**config.mk**
```make
export PLATFORM = sky130hd
export DESIGN_NAME = bffa_ctrl
export DESIGN_NICKNAME = d
export VERILOG_FILES = /design/src/hw/rtl/bffa_pkg.sv /design/src/hw/rtl/bffa_ctrl.sv
export SDC_FILE = /design/constraint.sdc
export NUM_CORES = 1
export LEC_CHECK = 0
export BUFFER_PORTS_ARGS = -buffer_cell sky130_fd_sc_hd__buf_2
export CAP_MARGIN = 20
export CORE_MARGIN = 2
export CORE_UTILIZATION = 35
export DETAILED_ROUTE_END_ITERATION = 7
export SYNTH_ARGS = -nofsm -noshare
export SYNTH_HDL_FRONTEND = slang
export SYNTH_SLANG_ARGS = --single-unit
```
**constraint.sdc**
```tcl
create_clock -name i_clk -period 1.8 [get_ports i_clk]
set_input_delay 0.09 -clock i_clk [delete_from_list [all_inputs] [get_ports i_clk]]
set_output_delay 0.09 -clock i_clk [all_outputs]
set_load 0.01 [all_outputs]
```
**src/hw/rtl/bffa_pkg.sv**
```systemverilog
// ----------------------------------------------------------------------------
// bffa_pkg
// Shared constants, operation codes and control types of the bitmap
// first-fit allocator.
// ----------------------------------------------------------------------------
package bffa_pkg;

    localparam int HEAP_ENTRIES = 4096;
    localparam int WORD_BITS    = 64;
    localparam int NWORDS       = HEAP_ENTRIES / WORD_BITS;
    localparam int WIDX_W       = $clog2(NWORDS);
    localparam int BIDX_W       = $clog2(WORD_BITS);

    localparam int OP_W    = 2;
    localparam int COUNT_W = 13;
    localparam int ENTRY_W = 12;

    localparam logic [OP_W-1:0] OP_ALLOC = 2'd0;
    localparam logic [OP_W-1:0] OP_MARK  = 2'd1;
    localparam logic [OP_W-1:0] OP_CLEAR = 2'd2;
    localparam logic [OP_W-1:0] OP_COUNT = 2'd3;

    localparam logic [COUNT_W-1:0] CFG_RESET = 13'd4096;

    typedef struct packed {
        logic load;
        logic fail;
        logic take;
        logic step;
        logic mark_rd;
        logic mark_wr;
        logic clear;
    } t_cmd;

    typedef struct packed {
        logic pre_fail;
        logic hit;
        logic hit_fits;
        logic scan_last;
        logic mark_empty;
        logic mark_last;
    } t_stat;

endpackage

```
**src/hw/rtl/bffa_ctrl.sv**
```systemverilog
// ----------------------------------------------------------------------------
// bffa_ctrl
// Sequencer of the allocator: search, mark, clear and count steps.
// ----------------------------------------------------------------------------
module bffa_ctrl (
    input  logic                        i_clk,
    input  logic                        i_rst_n,
    input  logic                        i_in_valid,
    input  logic [bffa_pkg::OP_W-1:0]   i_op,
    input  logic                        i_out_ready,
    input  bffa_pkg::t_stat             i_stat,
    output logic                        o_in_ready,
    output logic                        o_out_valid,
    output bffa_pkg::t_cmd              o_cmd
);
    localparam logic [2:0] ST_IDLE    = 3'd0;
    localparam logic [2:0] ST_SCAN    = 3'd1;
    localparam logic [2:0] ST_MARK_RD = 3'd2;
    localparam logic [2:0] ST_MARK_WR = 3'd3;
    localparam logic [2:0] ST_DONE    = 3'd4;

    logic [2:0]                r_state;
    logic [2:0]                n_state;
    logic [bffa_pkg::OP_W-1:0] r_op;

    always_comb begin
        n_state = r_state;
        o_cmd   = '0;
        case (r_state)
            ST_IDLE: begin
                if (i_in_valid) begin
                    o_cmd.load = 1'b1;
                    case (i_op)
                        bffa_pkg::OP_MARK:  n_state = ST_MARK_RD;
                        bffa_pkg::OP_CLEAR: begin
                            o_cmd.clear = 1'b1;
                            n_state     = ST_DONE;
                        end
                        default:            n_state = ST_SCAN;
                    endcase
                end
            end
            ST_SCAN: begin
                if (r_op == bffa_pkg::OP_COUNT) begin
                    o_cmd.step = 1'b1;
                    if (i_stat.scan_last) begin
                        n_state = ST_DONE;
                    end
                end else if (i_stat.pre_fail) begin
                    o_cmd.fail = 1'b1;
                    n_state    = ST_DONE;
                end else if (i_stat.hit) begin
                    // A first fit that runs past the heap end is a failure.
                    if (i_stat.hit_fits) begin
                        o_cmd.take = 1'b1;
                        n_state    = ST_MARK_RD;
                    end else begin
                        o_cmd.fail = 1'b1;
                        n_state    = ST_DONE;
                    end
                end else if (i_stat.scan_last) begin
                    o_cmd.fail = 1'b1;
                    n_state    = ST_DONE;
                end else begin
                    o_cmd.step = 1'b1;
                end
            end
            ST_MARK_RD: begin
                if (i_stat.mark_empty) begin
                    n_state = ST_DONE;
                end else begin
                    o_cmd.mark_rd = 1'b1;
                    n_state       = ST_MARK_WR;
                end
            end
            ST_MARK_WR: begin
                o_cmd.mark_wr = 1'b1;
                n_state       = i_stat.mark_last ? ST_DONE : ST_MARK_RD;
            end
            ST_DONE: begin
                if (i_out_ready) begin
                    n_state = ST_IDLE;
                end
            end
            default: n_state = ST_IDLE;
        endcase
    end

    always_ff @(posedge i_clk) begin
        if (!i_rst_n) begin
            r_state <= ST_IDLE;
            r_op    <= bffa_pkg::OP_ALLOC;
        end else begin
            r_state <= n_state;
            if (o_cmd.load) begin
                r_op <= i_op;
            end
        end
    end

    assign o_in_ready  = (r_state == ST_IDLE);
    assign o_out_valid = (r_state == ST_DONE);
endmodule

```
Yosys cells after proc, flatten, opt, wreduce, memory -nomap -nowiden
Index checks and enable logic that the tools add are counted.
{ "totals": {"regBits": 5, "in_bits": 12, "out_inout_bits": 9, "word_cells": 44} }
{ "classes": {"n_eq_ne": 9, "n_mux": 31, "reduce_logical": 2} }
{ "ops": {"columns": ["cell", "n"], "rows": [
  ["$mux 3", 10],
  ["$mux 1", 17],
  ["$pmux 3 s5", 1],
  ["$eq 3x2->1 const B", 2],
  ["$pmux 3 s2", 1],
  ["$eq 2x2->1 const B", 2],
  ["$mux 2", 2],
  ["$ne 2x2->1 const B", 2],
  ["$eq 3x1->1 const B", 1],
  ["$eq 3x3->1 const B", 1],
  ["$logic_not 3->1", 1],
  ["$eq 2x1->1 const B", 1],
  ["$reduce_and 2->1", 1]
]} }

Depth between registers and ports, before layout
{ "depth": {"depth_word": 5, "depth_mapped": 6, "depth_no_buf": 6} }

Worst setup path before layout
Ideal clock, no wire load.
{ "synth_path": {"kind": "register to register", "startpoint": "register r_state[1]", "endpoint": "register r_op[0] in the netlist's numbering", "setup_time_ps": 117, "t_arrival_ps": 1182, "required_time_ps": 1683, "slack_ps": 501, "stages_incl_launch_ff": 7, "n_path_buf": 2, "period_less_slack_ps": 1299, "path_cell_list": "dfxtp_1 > buf_6 > nor3_2 > and2_1 > buf_6 > mux2i_1 > nor2_1"} }
{ "synth_lines": {"columns": ["element", "line_no", "rtl"], "rows": [
  ["start: declaration", "bffa_ctrl.sv:22", "logic [2:0] r_state;"],
  ["start signal: assignment", "bffa_ctrl.sv:94", "r_state <= n_state;"],
  ["end signal: assignment", "bffa_ctrl.sv:92", "r_op <= bffa_pkg::OP_ALLOC;"],
  ["end signal: assignment", "bffa_ctrl.sv:96", "r_op <= i_op;"],
  ["end: declaration", "bffa_ctrl.sv:24", "logic [bffa_pkg::OP_W-1:0] r_op;"]
]} }

==> impl_metrics.toml <==
[outcome]
status = "complete, no violations"

[sta]
fin_worst_skew_ps = 3.13
hold_viol = 0
slew_headroom_pct = 78.0
max_freq_ghz = 0.606
fin_ws_ps = 150
drv_slew = 0
final.period_utilization_pct = 91.7
setup_violations = 0
max_slew.worst_pin.slew_ps = 330
rsz0062_at_grt = "false"
fin_setup_tns_ps = 0
period_needed_ps = 1650

[synth]
synthTopCellsByCount = "6 x nor2_1, 5 x dfxtp_1, 5 x nand2_1"
syn_avg_cell_area_um2 = 8.62
yosys_register_bits = 5
synth_top_area_share_pct = 20.7
synth.area.top_cells = "dfxtp_1 21%, ha_1 7.8%, buf_6 7.0%"
ys_warn_count = 0
yosysMostFrequentCell = "nor2_1"
ys_async_sr_fraction_pct = 0
synth_edf_count = 0
synthFlopType = "dfxtp_1"
synth_nets = 71
syn-cell-area_um2 = 483
synth_top_cell_by_area = "dfxtp_1"
syn_inst = 56
synth.distinct_cells = 29
yosysSeqAreaShare_pct = 20.7

[cts]
hold_buffers = 0
cts_tree = "built"
cts-root-buf = "clkbuf_4"
clk_pin_slew_ps = 40
cts_buffer_depth = 2
clkLatencyLatePin_ps = 240
htreeDepth = 1
cts_setup_buffers = 0
cts_buffers = 3
cts_resized = 0
cts.sinks = 5

[final_layout]
fillerInstances = 148
multiInputGateArea_um2 = 334
drive_gt1_share_pct = 46.8
num-nets-final = 93
utilization_pct = 45.7
regArea_um2 = 100
area_delta_synth_final_pct = 23.1
n_antenna_cell = 0

[worst_setup_path]
slowest_stage = "dfxtp_1"
crit_path_max_incr_delay_ps = 500
path_class = "reg2out"
critPathLaunchType = "register"
crit_chain = "inv_2 > or3_4 > nor3_1 > buf_2"
end_kind = "output pin"
cp.arrival_ps = 1560
worstPathMaxFanout = 8
cp.required_ps = 1710

[floorplan]
start_util_pct = 37.1
fp.coreArea_um2 = 1300
die_x_um = 41.1
ios = 21
rows = 13
die_area_um2 = 1690
die_y_um = 41.1

[placement]
dpl.hpwl_um = 783
dp_slack_ps = 386
place_congestion = 0.657
port_buffers = 20

[detailed_routing]
drt-initial-drc-count = 5
route.vias.total = 450
routed_wl_um = 941
antenna_violating_nets_post_route = 0
viasPerCell = 4.89
drt-pass1-iter-count = 2
wire_per_inst_um = 10.2
route.detailed.drc = 0

[global_routing]
track_usage_pct = 13.0
grt_pass1_wl_um = 1420
overflow = 0
grt_start_max_net_pins = 10
antenna_found_initial = 0
grt_pass1_vias = 376

[pwr]
power_density_nw_per_um2 = 716
ir_drop_v = 0.000404
power.leakage_nw = 0.278

[hold_path]
hold_class = "in2reg"

[job]
drv_cap = 0
[cell usage in the layout, fill, tap and decap left out, types with 2 or more instances in the layout]
cell type	count
nor2_1	6
nor3_1	3
nor3_2	3
inv_1	3
buf_2	20
mux2_2	2
mux2i_1	3
ha_1	3
nand2_1	5
clkbuf_4	3
a21oi_1	2
dfxtp_1	5
[flip-flops by register name, indices dropped and copies added (netlist names)]
signal	count
r_state	3
r_op	2
[worst max-delay path: cells and delay by family (launching register included)]
family	cells	cell delay (ps)
DFF	1	500
buffers and inverters	2	250
and+or+nand+nor	2	570
[metrics by stage]
step | area (um^2) | instances | hold slack (ps) | total power, W
after floorplan | 483 | 56 | 208 | 0.000269
after global placement | 568 | 88 | 327 | 0.000301
after detailed placement | 568 | 88 | 332 | 0.000303
after CTS | 594 | 92 | 78.9 | 0.000435
after global routing | 594 | 92 | 86.6 | 0.000455
final | 594 | 92 | 87.1 | 0.000426
[per-layer routing]
metal  vias up  track usage, %  part of all wire (%)
li1        238               -                     -
met4         0            7.26                  0.85
met5         -               0                     0
met1       203            15.2                    48
met2         7            20.3                    48
met3         2            4.89                   3.0
[worst paths after layout]
kind	from	endpoint	slack [ps]	depth (start not counted)
min reg2reg	r_op[1]$_SDFFE_PN0P_	r_op[1]$_SDFFE_PN0P_	520	2
max	r_state[0]$_SDFFE_PN0P_	o_cmd[5]	150	4
max reg2reg	r_state[2]$_SDFFE_PN0P_	r_state[2]$_SDFFE_PN0P_	480	3
min	i_rst_n	r_state[0]$_SDFFE_PN0P_	90	2
[where the power goes]
| part | switching, W | internal, W | leakage [nW] | total (W) |
|---|---|---|---|---|
| registers | 0.0000237 | 0.000125 | 0.0410 | 0.000148 |
| logic | 0.0000725 | 0.0000773 | 0.221 | 0.000150 |
| clock network | 0.0000437 | 0.0000836 | 0.0150 | 0.000127 |
| total | 0.000140 | 0.000286 | 0.278 | 0.000426 |
[kinds of logic after synthesis]
group | after synthesis | synth area share [%]
buffers and inverters | 7 | 10.1
AOI/OAI and AO/OA | 10 | 18.9
and+or+nand+nor | 26 | 31.6
muxes | 5 | 10.9
DFF | 5 | 20.7
adders and majority gates | 3 | 7.77
[final cells by class]
type	count	share of cell area (%)
tap	15	3.16
multi-input combinational	44	56.2
sequential	5	16.8
inverter	4	2.53
timing repair buffer	20	16.8
clock buffer	4	4.42
Power figures use the tool's default switching activity.
